**src/pbdma_pkg.sv**
```systemverilog
package pbdma_pkg;

  localparam int MAX_REPLY_WORDS = 128;
  localparam int MAX_COMMANDS = 65535;
  localparam int RC_W = $clog2(MAX_REPLY_WORDS + 1);
  localparam int QDEPTH = 4;
  localparam int QA_W = $clog2(QDEPTH);

  localparam logic [15:0] PROT_KEY = 16'h6155;
  localparam logic [31:0] PROT_MASK = 32'h00007F7F;
  localparam logic [31:0] LIST_MASK = 32'h1FFFFFE0;
  localparam logic [31:0] SYSCTL_MASK = 32'hFFFF130F;
  localparam logic [31:0] ALL_ONES = 32'hFFFFFFFF;

  localparam logic [7:0] OFF_LIST = 8'h04;
  localparam logic [7:0] OFF_TRIG = 8'h10;
  localparam logic [7:0] OFF_GEN = 8'h14;
  localparam logic [7:0] OFF_START = 8'h18;
  localparam logic [7:0] OFF_SYSCTL = 8'h80;
  localparam logic [7:0] OFF_RPTCLR = 8'h88;
  localparam logic [7:0] OFF_PROT = 8'h8C;
  localparam logic [7:0] OFF_MODE = 8'hE8;

  typedef enum logic [1:0] {
    F_READ = 2'd0,
    F_WRITE = 2'd1,
    F_MEM = 2'd2,
    F_PORT = 2'd3
  } func_t;

  typedef enum logic [2:0] {
    K_READ = 3'd0,
    K_BAD = 3'd1,
    K_MREQ = 3'd2,
    K_PWRITE = 3'd3,
    K_PREQ = 3'd4,
    K_MWRITE = 3'd5,
    K_DONE = 3'd6
  } kind_t;

  typedef enum logic [2:0] {
    PH_IDLE = 3'd0,
    PH_CMD = 3'd1,
    PH_RXPTR = 3'd2,
    PH_DATA = 3'd3,
    PH_REPLY = 3'd4
  } phase_t;

  typedef struct packed {
    logic [2:0] kind;
    logic [31:0] address;
    logic [31:0] data;
    logic [1:0] port;
  } result_t;

  typedef struct packed {
    logic two;
    result_t r0;
    result_t r1;
  } entry_t;

  typedef struct packed {
    logic push;
    entry_t entry;
  } push_t;

  function automatic result_t mk(kind_t k, logic [31:0] a, logic [31:0] d, logic [1:0] p);
    result_t r;
    r.kind = k;
    r.address = a;
    r.data = d;
    r.port = p;
    return r;
  endfunction

endpackage

```
**src/peripheral_bus_dma_controller.sv**
```systemverilog
// Register window and descriptor-list DMA engine for a four-port peripheral bus.
// s_axis carries one request or returned word per word: tuser is the function
// (register read, register write, memory word, port word). m_axis carries the
// results: register read data or a bad-register flag, memory read and write
// requests, port writes and port read requests, and the done interrupt.
// A request produces zero, one or two result words; tlast marks the final one.
// Requests are decoded and executed on acceptance, and their results are
// registered into a four-entry queue and leave one word per cycle while the
// receiver is ready. One request is taken every cycle while the queue has
// room; a request with two results leaves as two words from one queue entry.
// If the receiver stalls, results wait in the queue and s_tready drops only
// when the queue is full or reset is held. Synchronous reset clears all
// registers but the queue storage, the engine returns to idle and the queue is emptied.
module peripheral_bus_dma_controller
  import pbdma_pkg::*;
(
  input  logic        clk,
  input  logic        rst,
  input  logic        s_tvalid,
  output logic        s_tready,
  input  logic [79:0] s_tdata,  // reg_offset, write_value, return_word, port_more
  input  logic [1:0]  s_tuser,  // func
  output logic        m_tvalid,
  input  logic        m_tready,
  output logic [71:0] m_tdata,  // address, data, port
  output logic [2:0]  m_tuser,  // kind
  output logic        m_tlast
);

  push_t push;
  logic full, empty, pop;
  entry_t head;
  result_t res;
  logic fire;

  assign s_tready = !full && !rst;
  assign fire = s_tvalid && s_tready;

  pbdma_front u_front (
    .clk, .rst, .fire,
    .func(s_tuser),
    .reg_offset(s_tdata[7:0]),
    .write_value(s_tdata[39:8]),
    .return_word(s_tdata[71:40]),
    .port_more(s_tdata[72]),
    .push
  );

  pbdma_queue u_queue (.clk, .rst, .push, .pop, .full, .empty, .head);

  pbdma_back u_back (
    .clk, .rst, .empty, .head, .pop,
    .valid(m_tvalid), .ready(m_tready), .res, .last(m_tlast)
  );

  assign m_tuser = res.kind;
  assign m_tdata = {6'd0, res.port, res.data, res.address};

endmodule

```
**src/pbdma_front.sv**
```systemverilog
module pbdma_front
  import pbdma_pkg::*;
(
  input  logic        clk,
  input  logic        rst,
  input  logic        fire,
  input  logic [1:0]  func,
  input  logic [7:0]  reg_offset,
  input  logic [31:0] write_value,
  input  logic [31:0] return_word,
  input  logic        port_more,
  output push_t       push
);

  logic [28:0] list_start, list_start_next;
  logic trig, trig_next, gen, gen_next, start, start_next, mode, mode_next;
  logic lock, lock_next, end_m, end_m_next;
  logic [31:0] sysctl, sysctl_next, fa, fa_next, ra, ra_next;
  logic [14:0] prot, prot_next;
  phase_t phase, phase_next;
  logic [8:0] sr, sr_next, srd;
  logic [RC_W-1:0] rc, rc_next, rcn;
  logic [1:0] cport, cport_next;
  logic [15:0] cc, cc_next, ccn;
  logic [31:0] rv;
  logic rv_ok;
  result_t r0, r1;
  logic n1, n2;

  always_comb begin
    rv_ok = 1'b1;
    case (reg_offset)
      OFF_LIST: rv = {3'd0, list_start};
      OFF_TRIG: rv = {31'd0, trig};
      OFF_GEN: rv = {31'd0, gen};
      OFF_START: rv = {31'd0, start};
      OFF_SYSCTL: rv = sysctl;
      OFF_PROT: rv = {17'd0, prot};
      OFF_MODE: rv = {31'd0, mode};
      default: begin
        rv = '0;
        rv_ok = 1'b0;
      end
    endcase
  end

  always_comb begin
    list_start_next = list_start;
    trig_next = trig;
    gen_next = gen;
    start_next = start;
    mode_next = mode;
    lock_next = lock;
    end_m_next = end_m;
    sysctl_next = sysctl;
    prot_next = prot;
    fa_next = fa;
    ra_next = ra;
    phase_next = phase;
    sr_next = sr;
    rc_next = rc;
    cport_next = cport;
    cc_next = cc;
    r0 = '0;
    r1 = '0;
    n1 = 1'b0;
    n2 = 1'b0;
    srd = sr - 9'(sr != 9'd0);
    rcn = rc + RC_W'(1);
    ccn = cc + 16'd1;
    case (func_t'(func))
      F_READ: begin
        n1 = 1'b1;
        r0 = rv_ok ? mk(K_READ, '0, rv, '0) : mk(K_BAD, '0, '0, '0);
      end
      F_WRITE: begin
        case (reg_offset)
          OFF_LIST: list_start_next = 29'(write_value & LIST_MASK);
          OFF_TRIG: trig_next = write_value[0];
          OFF_GEN: gen_next = write_value[0];
          OFF_START: begin
            if (phase == PH_IDLE) begin
              start_next = write_value[0];
              if (write_value[0] && gen && !(lock && trig)) begin
                if (trig) lock_next = 1'b1;
                n1 = 1'b1;
                r0 = mk(K_MREQ, {3'd0, list_start}, '0, '0);
                fa_next = {3'd0, list_start} + 32'd4;
                cc_next = '0;
                end_m_next = 1'b0;
                phase_next = PH_CMD;
              end
            end
          end
          OFF_SYSCTL: sysctl_next = write_value & SYSCTL_MASK;
          OFF_RPTCLR: if (write_value[0]) lock_next = 1'b0;
          OFF_PROT: if (write_value[31:16] == PROT_KEY) prot_next = 15'(write_value & PROT_MASK);
          OFF_MODE: mode_next = write_value[0];
          default: begin
            n1 = 1'b1;
            r0 = mk(K_BAD, '0, '0, '0);
          end
        endcase
      end
      F_MEM: begin
        case (phase)
          PH_CMD: begin
            sr_next = {1'b0, return_word[7:0]} + 9'd1;
            cport_next = return_word[17:16];
            end_m_next = return_word[31];
            phase_next = PH_RXPTR;
            n1 = 1'b1;
            r0 = mk(K_MREQ, fa, '0, '0);
            fa_next = fa + 32'd4;
          end
          PH_RXPTR: begin
            ra_next = return_word;
            phase_next = PH_DATA;
            n1 = 1'b1;
            r0 = mk(K_MREQ, fa, '0, '0);
            fa_next = fa + 32'd4;
          end
          PH_DATA: begin
            n2 = 1'b1;
            r0 = mk(K_PWRITE, '0, return_word, cport);
            sr_next = srd;
            if (srd != 9'd0) begin
              r1 = mk(K_MREQ, fa, '0, '0);
              fa_next = fa + 32'd4;
            end else begin
              rc_next = '0;
              phase_next = PH_REPLY;
              r1 = mk(K_PREQ, '0, '0, cport);
            end
          end
          default: ;
        endcase
      end
      default: begin
        if (phase == PH_REPLY) begin
          n2 = 1'b1;
          r0 = mk(K_MWRITE, ra, return_word, cport);
          ra_next = ra + 32'd4;
          rc_next = rcn;
          if ((rcn == RC_W'(1) && return_word == ALL_ONES) || !port_more ||
              rcn >= RC_W'(MAX_REPLY_WORDS)) begin
            cc_next = ccn;
            if (end_m || ccn >= 16'(MAX_COMMANDS)) begin
              start_next = 1'b0;
              phase_next = PH_IDLE;
              r1 = mk(K_DONE, '0, '0, '0);
            end else begin
              phase_next = PH_CMD;
              r1 = mk(K_MREQ, fa, '0, '0);
              fa_next = fa + 32'd4;
            end
          end else begin
            r1 = mk(K_PREQ, '0, '0, cport);
          end
        end
      end
    endcase
  end

  always_comb begin
    push.push = fire && (n1 || n2);
    push.entry.two = n2;
    push.entry.r0 = r0;
    push.entry.r1 = r1;
  end

  always_ff @(posedge clk) begin
    if (rst) begin
      list_start <= '0;
      trig <= 1'b0;
      gen <= 1'b0;
      start <= 1'b0;
      mode <= 1'b0;
      lock <= 1'b0;
      end_m <= 1'b0;
      sysctl <= '0;
      prot <= '0;
      fa <= '0;
      ra <= '0;
      phase <= PH_IDLE;
      sr <= '0;
      rc <= '0;
      cport <= '0;
      cc <= '0;
    end else if (fire) begin
      list_start <= list_start_next;
      trig <= trig_next;
      gen <= gen_next;
      start <= start_next;
      mode <= mode_next;
      lock <= lock_next;
      end_m <= end_m_next;
      sysctl <= sysctl_next;
      prot <= prot_next;
      fa <= fa_next;
      ra <= ra_next;
      phase <= phase_next;
      sr <= sr_next;
      rc <= rc_next;
      cport <= cport_next;
      cc <= cc_next;
    end
  end

endmodule

```
**src/pbdma_queue.sv**
```systemverilog
module pbdma_queue
  import pbdma_pkg::*;
(
  input  logic   clk,
  input  logic   rst,
  input  push_t  push,
  input  logic   pop,
  output logic   full,
  output logic   empty,
  output entry_t head
);

  entry_t mem [QDEPTH];
  logic [QA_W-1:0] wp, rp;
  logic [QA_W:0] cnt;

  assign full = cnt == (QA_W+1)'(QDEPTH);
  assign empty = cnt == '0;
  assign head = mem[rp];

  always_ff @(posedge clk) begin
    if (push.push) mem[wp] <= push.entry;
  end

  always_ff @(posedge clk) begin
    if (rst) begin
      wp <= '0;
      rp <= '0;
      cnt <= '0;
    end else begin
      if (push.push) wp <= wp + QA_W'(1);
      if (pop) rp <= rp + QA_W'(1);
      cnt <= cnt + (QA_W+1)'(push.push) - (QA_W+1)'(pop);
    end
  end

endmodule

```
**src/pbdma_back.sv**
```systemverilog
module pbdma_back
  import pbdma_pkg::*;
(
  input  logic   clk,
  input  logic   rst,
  input  logic   empty,
  input  entry_t head,
  output logic   pop,
  output logic   valid,
  input  logic   ready,
  output result_t res,
  output logic   last
);

  logic sel;

  assign valid = !empty;
  assign res = sel ? head.r1 : head.r0;
  assign last = sel || !head.two;
  assign pop = valid && ready && last;

  always_ff @(posedge clk) begin
    if (rst) begin
      sel <= 1'b0;
    end else if (valid && ready) begin
      sel <= !last;
    end
  end

endmodule

```
**config.mk**
```make
export PLATFORM = sky130hd
export DESIGN_NAME = peripheral_bus_dma_controller
export DESIGN_NICKNAME = d
export VERILOG_FILES = /design/src/pbdma_pkg.sv /design/src/peripheral_bus_dma_controller.sv /design/src/pbdma_front.sv /design/src/pbdma_queue.sv /design/src/pbdma_back.sv
export SDC_FILE = /design/constraint.sdc
export NUM_CORES = 1
export LEC_CHECK = 0
export ABC_AREA = 1
export CORE_ASPECT_RATIO = 1.5
export CORE_UTILIZATION = 45
export DETAILED_ROUTE_END_ITERATION = 8
export DONT_BUFFER_PORTS = 1
export PLACE_DENSITY = 0.59
export SLEW_MARGIN = 20
export SYNTH_ARGS = -nofsm -noshare
export SYNTH_HDL_FRONTEND = slang
export SYNTH_HIERARCHICAL = 1
export SYNTH_SLANG_ARGS = --single-unit
```
**constraint.sdc**
```tcl
create_clock -name clk -period 10.2 [get_ports clk]
set_input_delay 3.06 -clock clk [delete_from_list [all_inputs] [get_ports clk]]
set_output_delay 3.06 -clock clk [all_outputs]
set_load 0.05 [all_outputs]
```
==> results.md, run 1 <==
* Series of cell instances along the critical path: inv_1 > ha_2 > buf_4 > inv_2 > nor2_1 > inv_1 > nor2_1 > nor2_1 > a21oi_1 > nand2_1 > inv_6 > buf_12
* Buffer type at the clock tree root: sky130_fd_sc_hd__clkbuf_16
* Share of the synthesized area in the top cell type at 47.4%
* Post-CTS setup repair buffer count at 0
* Total number of vias at 25800
* LEAKAGE at 0.0142 uW
* Final worst-path cycle share at 67.6%
* Area of the placeable core at 77400 sq um
* Max Cap Violations at 0
* Synthesis-to-finish area growth at 6.69%
* Number of endpoints failing setup at the final stage at 0
* Status: finished, final reports clean
* Max Clk Rate at 145 MHz
* Critical path arrival at 7.14 ns
* Post-synth EDFFs at 556
* Effective utilization at floorplan at 45.5%
* Global Route Usage Sum at 23.4%
* Maximum single-stage delay on the critical path at 0.67 ns
* Dominant cells by area after synthesis: sky130_fd_sc_hd__edfxtp_1 (47%), sky130_fd_sc_hd__nand2_1 (10%), sky130_fd_sc_hd__dfxtp_1 (10%)
* Power per standard cell area at 192 nW/um^2
* Placed Cells incl. Taps at 4681
* Flop and latch count out of synthesis at 733
* Hold-fix buffers, CTS at 0
* Path type of the worst min-delay path: flip-flop to flip-flop
* Gates resized, CTS repair at 0
* Endpoint of the lowest-slack register-to-register path: u_queue/mem[1][57]$_DFFE_PP_
* Average cell area after synthesis at 9.15 sq um
* Final Hold Slack at 0.450 ns
* Hold Vio Cnt, Final at 0
* Site row count at 125
* Most frequent cell on the critical path: sky130_fd_sc_hd__nor2_1
* Number of DRC markers in iteration 0 at 2107
* Routed length per instance at 19.4 um
* First-pass GRT wire length at 141000 um
* Cell with the most instances after synthesis: sky130_fd_sc_hd__nand2_1
* Slew Viols, Final at 0
* Crit. End Element: flip-flop
* Number of distinct library cell variants in the gate-level netlist after synthesis at 49
* Maximum number of buffers from clock root to sink at 3
* Proportion of synthesized chip area in sequential cells at 57.5%
* Synthesis Warnings at 6
* Die H at 345 um
* DR vias/cell at 5.36
* Mapped Area at 35200 sq um
* Post-detail-place hpwl at 61400 um
* Total number of H-tree levels at 3
* Total clock sinks at 733
* Fin cells at 4802
* Endpoint, Worst Hold: u_front/prot[6]$_SDFFE_PP0P_
* Number of CTS-inserted buffers at 71
* Source-to-sink clock delay at the later pin of the worst-skew pair at 0.62 ns
* Crit path kind: primary input to flip-flop
* Synth Instances at 3848
* Leading cell types by count after synthesis: sky130_fd_sc_hd__nand2_1 (949), sky130_fd_sc_hd__edfxtp_1 (556), sky130_fd_sc_hd__inv_1 (516)
* Cells on worst reg2reg path at 12
* Largest driver fanout on the critical path at 81
* Combined buffer and inverter count along the critical path at 6
* Number of global-route vias before repair at 23700
* Async set or reset register ratio after synthesis at 0%
* Horiz. Die Dim at 230 um
* Final-layout setup total negative slack at 0 ns
* Antenna Nets Post-Route at 0
* Total of buffers placed on input and output ports at 0
* Slowest cell on crit path: sky130_fd_sc_hd__inv_6
* Register-to-register setup slack at 5.18 ns
* CTS tree: built
* Number of antenna violations at the first check in global routing at 1
* Required time worst endpoint at 10.45 ns
* Fillers at 7303
* Number of nets in the finished design at 3844
* Worst Setup Slack, final at 3.31 ns
* WL final at 93300 um
* Hold path cells at 2
* Reg-to-reg critical path startpoint: u_front/phase[2]$_SDFFE_PP0P_
* Maximum number of pins on one net before global-route repair at 213
* Cell taking the most area after synthesis: sky130_fd_sc_hd__edfxtp_1
* Top-Level Pins at 164
* Clock-pin slew on the worst setup and hold paths at 0.06 ns
* Total grt overflow at 0
* Critical path startpoint category: primary input
* Time the final worst path needs with I/O delays and setup at 6.89 ns
* Placement-stage worst setup slack at 2.77 ns
* Diode insertion count for antenna repair at 0
* Die outline area at 79400 sq um
* Layout cells sized above 1 at 5.12%
* Final estimated routing congestion in global placement at 0.940
* Hold_sp: u_front/prot[6]$_SDFFE_PP0P_
* Length of the first detailed-routing pass in iterations at 6
* Max rail drop VDD at 0.114 mV
* Cell family with the largest share of critical-path delay: buffers and inverters
* Leading register cell type out of synthesis: sky130_fd_sc_hd__edfxtp_1
* Final worst clock skew at 0.0291 ns
* Unrepaired setup endpoints after global routing: no
* Slew at the pin closest to its max-slew limit at 1.34 ns
* Total DRC errors in the routed layout at 0
* Headroom to the max-slew limit at 9.44%
[power breakdown]
part           switching (uW)  internal [uW]
Clock                    1090           1460
Sequential               55.6           3230
Combinational            1150            219
Total                    2290           4910
[kinds of logic after synthesis]
| family | after synthesis | share of synthesized area (%) |
|---|---|---|
| xor+xnor | 36 | 0.895 |
| buf+inv | 772 | 10.1 |
| simple gates | 1399 | 16.0 |
| fa+ha+maj | 20 | 0.732 |
| compound gates | 886 | 14.7 |
| other cells | 2 | 0.0213 |
| flops | 733 | 57.5 |
[cell type report]
class | instances | area (sq um) | area share [%]
Sequential cell | 733 | 20300 | 53.9
Inverter | 522 | 1980 | 5.27
Clock inverter | 26 | 315 | 0.839
Timing Repair Buffer | 28 | 289 | 0.769
Multi-Input combinational cell | 2382 | 11600 | 30.8
Tap cell | 1016 | 1270 | 3.38
Clock buffer | 95 | 1900 | 5.05
[layer usage]
metal	vias to the layer above	global-route usage, %	share of wire [%]
met4	0	9.42	3.9
met3	173	4.41	6.7
li1	12600	-	-
met2	799	40.4	49
met5	-	0	0
met1	12200	28.7	40
[tightest hold or removal path, stage by stage, from the launching register on]
cell and delay [ns]:
sky130_fd_sc_hd__dfxtp_1 0.30, sky130_fd_sc_hd__inv_1 0.05, sky130_fd_sc_hd__a21oi_1 0.05
[state kept, by name, indices dropped and copies added (netlist names), named ones only]
register            count
u_front/lock            1
u_queue/wp              2
u_front/sr              9
u_front/end_m           1
u_queue/cnt             3
u_front/list_start     24
u_front/trig            1
u_front/cport           2
u_queue/mem           556
u_back/sel              1
u_front/prot           14
u_front/start           1
u_front/sysctl         23
u_front/ra             32
u_queue/rp              2
u_front/cc             16
u_front/phase           3
u_front/mode            1
u_front/gen             1
u_front/fa             30
u_front/rc              8
[how the worst max path moves through the flow]
| stage | slack [ns] | depth (start not counted) | startpoint | to |
|---|---|---|---|---|
| after floorplan | 2.20 | 11 | s_tuser[1] | u_queue/mem[0][0]$_DFFE_PP_ |
| after global placement | 2.82 | 12 | s_tuser[0] | u_queue/mem[3][62]$_DFFE_PP_ |
| after detailed placement | 2.77 | 12 | s_tuser[0] | u_queue/mem[1][131]$_DFFE_PP_ |
| after CTS | 3.40 | 12 | s_tuser[0] | u_queue/mem[1][60]$_DFFE_PP_ |
| after global routing | 3.10 | 12 | s_tuser[0] | u_queue/mem[1][57]$_DFFE_PP_ |
| final | 3.31 | 12 | s_tuser[0] | u_queue/mem[1][57]$_DFFE_PP_ |
[cell usage in the layout (no fill, tap or decap), types with 5 or more instances in the layout]
master,instances
sky130_fd_sc_hd__o21ai_0,203
sky130_fd_sc_hd__edfxtp_1,556
sky130_fd_sc_hd__ha_1,18
sky130_fd_sc_hd__nand3_1,101
sky130_fd_sc_hd__a22o_1,11
sky130_fd_sc_hd__clkbuf_16,72
sky130_fd_sc_hd__conb_1,41
sky130_fd_sc_hd__o22ai_1,36
sky130_fd_sc_hd__dfxtp_1,174
sky130_fd_sc_hd__nor3_1,37
sky130_fd_sc_hd__a221oi_1,13
sky130_fd_sc_hd__nand2_2,6
sky130_fd_sc_hd__xnor2_1,6
sky130_fd_sc_hd__nand2_1,949
sky130_fd_sc_hd__o32ai_1,6
sky130_fd_sc_hd__a21oi_2,33
sky130_fd_sc_hd__inv_2,5
sky130_fd_sc_hd__xor2_1,30
sky130_fd_sc_hd__o211ai_1,146
sky130_fd_sc_hd__nor2_2,11
sky130_fd_sc_hd__o21ai_1,134
sky130_fd_sc_hd__nand3b_1,9
sky130_fd_sc_hd__nand4_1,37
sky130_fd_sc_hd__clkbuf_1,22
sky130_fd_sc_hd__a32oi_1,10
sky130_fd_sc_hd__clkinv_1,6
sky130_fd_sc_hd__buf_12,6
sky130_fd_sc_hd__a31oi_1,14
sky130_fd_sc_hd__bufinv_16,6
sky130_fd_sc_hd__clkinvlp_4,6
sky130_fd_sc_hd__nor4_1,7
sky130_fd_sc_hd__buf_4,21
sky130_fd_sc_hd__inv_1,511
sky130_fd_sc_hd__inv_6,7
sky130_fd_sc_hd__a21oi_1,262
sky130_fd_sc_hd__nor2_1,234
[per-stage QoR]
stage | power (uW) | util [%] | instance area [sq um]
2_1_floorplan | 4570 | - | 35400
3_3_place_gp | 4730 | 45.7 | 35400
3_5_place_dp | 4740 | 45.7 | 35400
4_1_cts | 7280 | 48.5 | 37600
5_1_grt | 7480 | 48.5 | 37600
6_report | 7210 | 48.5 | 37600
No activity file was read; power rests on OpenSTA's default activity.
==> run 2, diff against run 1 <==
PLACE_DENSITY = 0.61   (was 0.59)
clock period = 6.2 ns   (was 10.2 ns; I/O delays follow)
==> run 2 against run 1 <==
Net effect:
- utilization is 0.49 points higher
- clock power is 71% higher
- first-iteration DRC count is 7.5% higher
- sequential share of layout area decreased by 0.54 points
- via count grew 0.12%
- wire length barely moved
- largest power group unchanged
- highest routed layer is now met5
==> results.md, run 2 (synthesized netlist as in run 1, its figures left out) <==
* Status: finished, final reports clean
* Slowest cell on crit path: sky130_fd_sc_hd__dfxtp_4
* Final worst clock skew at 0.0417 ns (+0.0126 ns)
* Hold-fix buffers, CTS at 0 (unchanged)
* Cell family with the largest share of critical-path delay: flip-flops
* Most frequent cell on the critical path: sky130_fd_sc_hd__nand2_1
* Unrepaired setup endpoints after global routing: no
* Number of nets in the finished design at 3863 (+0.49%)
* Largest driver fanout on the critical path at 93 (+15%)
* Clock-pin slew on the worst setup and hold paths at 0.07 ns (about the same)
* Required time worst endpoint at 4.34 ns (-6.11 ns)
* Sequential standard cell area at 20300 sq um (unchanged)
* Maximum number of buffers from clock root to sink at 3 (unchanged)
* Number of global-route vias before repair at 23800 (+0.22%)
* Horiz. Die Dim at 230 um (unchanged)
* First-pass GRT wire length at 140000 um (-0.43%)
* WL final at 93300 um (about the same)
* Global Route Usage Sum at 23.3% (-0.066 points)
* Post-CTS setup repair buffer count at 0 (unchanged)
* Crit path kind: flip-flop to output port
* Commonest cells after routing, fill and taps aside: sky130_fd_sc_hd__nand2_1 (948), sky130_fd_sc_hd__edfxtp_1 (556), sky130_fd_sc_hd__inv_1 (511), sky130_fd_sc_hd__a21oi_1 (262), sky130_fd_sc_hd__nor2_1 (234)
* Top-Level Pins at 164 (unchanged)
* Fin cells at 4831 (+0.60%)
* Antenna Nets Post-Route at 0 (unchanged)
* Number of DRC markers in iteration 0 at 2265 (+7.5%)
* CTS tree: built
* Number of endpoints failing setup at the final stage at 0 (unchanged)
* Most common library cell in the layout ignoring fill and taps: sky130_fd_sc_hd__nand2_1
* Layout cells sized above 1 at 5.82% (+0.70 points)
* Gates resized, CTS repair at 0 (unchanged)
* Biggest registers after layout: u_queue/mem x556, u_front/ra x32, u_front/fa x30
* Time the final worst path needs with I/O delays and setup at 4.69 ns
* Buffer type at the clock tree root: sky130_fd_sc_hd__clkbuf_16
* Max Cap Violations at 0 (unchanged)
* Series of cell instances along the critical path: buf_12 > o211ai_1 > nand2_1 > nand2_1 > nand2_1
* Area of the placeable core at 77400 sq um (unchanged)
* Power per standard cell area at 317 nW/um^2 (+66%)
* Total clock sinks at 733 (unchanged)
* Placed Cells incl. Taps at 4700 (+0.41%)
* Final estimated routing congestion in global placement at 0.933 (-0.70%)
* Critical path arrival at 2.83 ns (-4.31 ns)
* LEAKAGE at 0.0144 uW (+1.3%)
* Effective utilization at floorplan at 45.5% (unchanged)
* Final worst-path cycle share at 75.7%
* Final-layout setup total negative slack at 0 ns (unchanged)
* Maximum number of pins on one net before global-route repair at 108 (-49%)
* Total number of vias at 25800 (+0.12%)
* Post-detail-place hpwl at 62900 um (+2.4%)
* Die outline area at 79400 sq um (unchanged)
* Slew Viols, Final at 0 (unchanged)
* Synthesis-to-finish area growth at 7.77%
* Maximum single-stage delay on the critical path at 0.87 ns (+0.20 ns)
* Die H at 345 um (unchanged)
* Total DRC errors in the routed layout at 0 (unchanged)
* Number of antenna violations at the first check in global routing at 4 (+3)
* Largest register by flop count: u_queue/mem
* Fillers at 7173 (-1.8%)
* Combined area of the multi-input logic cells at 11600 sq um (about the same)
* Routed length per instance at 19.3 um (-0.62%)
* Critical path startpoint category: flip-flop
* Headroom to the max-slew limit at 24.8% (+15 points)
* Crit. End Element: output port
* Hold Vio Cnt, Final at 0 (unchanged)
* Largest register FFs at 556 (unchanged)
* Max rail drop VDD at 0.207 mV (+81%)
* Slew at the pin closest to its max-slew limit at 1.11 ns (-0.231 ns)
* Length of the first detailed-routing pass in iterations at 6 (unchanged)
* Total of buffers placed on input and output ports at 0 (unchanged)
* Total grt overflow at 0 (unchanged)
* Combined buffer and inverter count along the critical path at 1 (-5)
* Path type of the worst min-delay path: flip-flop to flip-flop
* Number of CTS-inserted buffers at 71 (unchanged)
* DR vias/cell at 5.34 (-0.48%)
* Total number of H-tree levels at 3 (unchanged)
* Max Clk Rate at 213 MHz
* Site row count at 125 (unchanged)
* Source-to-sink clock delay at the later pin of the worst-skew pair at 0.64 ns (+0.02 ns)
-- run 2: cell count changes in the layout (fill, tap and decap cells not counted), moves of 2 or more --
cell                         change
sky130_fd_sc_hd__inv_6           -2
sky130_fd_sc_hd__clkinv_2        +5
sky130_fd_sc_hd__clkbuf_16       +4
sky130_fd_sc_hd__buf_4           +9
sky130_fd_sc_hd__clkinvlp_4      +2
sky130_fd_sc_hd__buf_12         +11
sky130_fd_sc_hd__clkinv_1        +7
sky130_fd_sc_hd__clkbuf_1        -7
-- run 2: final cells by class --
class                           instances  area share (%)
Antenna cell                            1         0.00659
Sequential cell                       733            53.4
Multi-Input combinational cell       2382            30.5
Clock inverter                         37           0.887
Tap cell                             1016            3.35
Clock buffer                           93            5.23
Inverter                              522            5.21
Timing Repair Buffer                   47            1.49
-- run 2: power breakdown --
part           internal (uW)  switching, uW
clock                   2480           1860
combinational            396           1870
sequential              5310            116
total                   8190           3850
-- run 2: path summary, 6_finish.rpt --
| kind | from | end | slack (ns) | cells past startpoint |
|---|---|---|---|---|
| worst min register to register | u_queue/rp[1]$_SDFFE_PP0P_ | flip-flop | 0.44 | 2 |
| worst max register to register | u_front/phase[2]$_SDFFE_PP0P_ | u_queue/mem[0][57]$_DFFE_PP_ | 1.94 | 13 |
| worst max-delay path | flip-flop | m_tdata[23] | 1.51 | 5 |
| worst min-delay path | u_queue/rp[1]$_SDFFE_PP0P_ | flip-flop | 0.44 | 2 |
-- run 2: worst register-to-register path: stages (launching register included) --
cell and delay [ns]:
sky130_fd_sc_hd__dfxtp_1 0.32, sky130_fd_sc_hd__inv_1 0.11, sky130_fd_sc_hd__nand2_1 0.11, sky130_fd_sc_hd__nor2_4 0.52, sky130_fd_sc_hd__inv_1 0.55, sky130_fd_sc_hd__nor2_1 0.45, sky130_fd_sc_hd__inv_1 0.14, sky130_fd_sc_hd__nor2_1 0.17
sky130_fd_sc_hd__nor2_1 0.17, sky130_fd_sc_hd__a21oi_1 0.28, sky130_fd_sc_hd__buf_4 0.19, sky130_fd_sc_hd__nand2_1 0.09, sky130_fd_sc_hd__clkinvlp_4 0.39, sky130_fd_sc_hd__buf_12 0.34
-- run 2: layer usage --
metal  up-vias  wire, um  track usage, %
met5         -         8               0
met4         2      4220            11.3
met3       186      6420            4.06
met2       826     45100            39.3
met1     12100     37600            29.0
li1      12700         -               -
-- run 2: stage by stage --
step	utilization (%)	hold slack, ns	worst slack, ns	total power (uW)	instance area [sq um]
floorplan	-	0.423	0.495	7510	35400
global placement	46.0	0.436	1.06	7810	35600
detailed placement	46.0	0.440	1.05	7830	35600
CTS	49.0	0.454	1.46	12200	38000
global route	49.0	0.477	1.36	12500	38000
finish	49.0	0.442	1.51	12000	38000
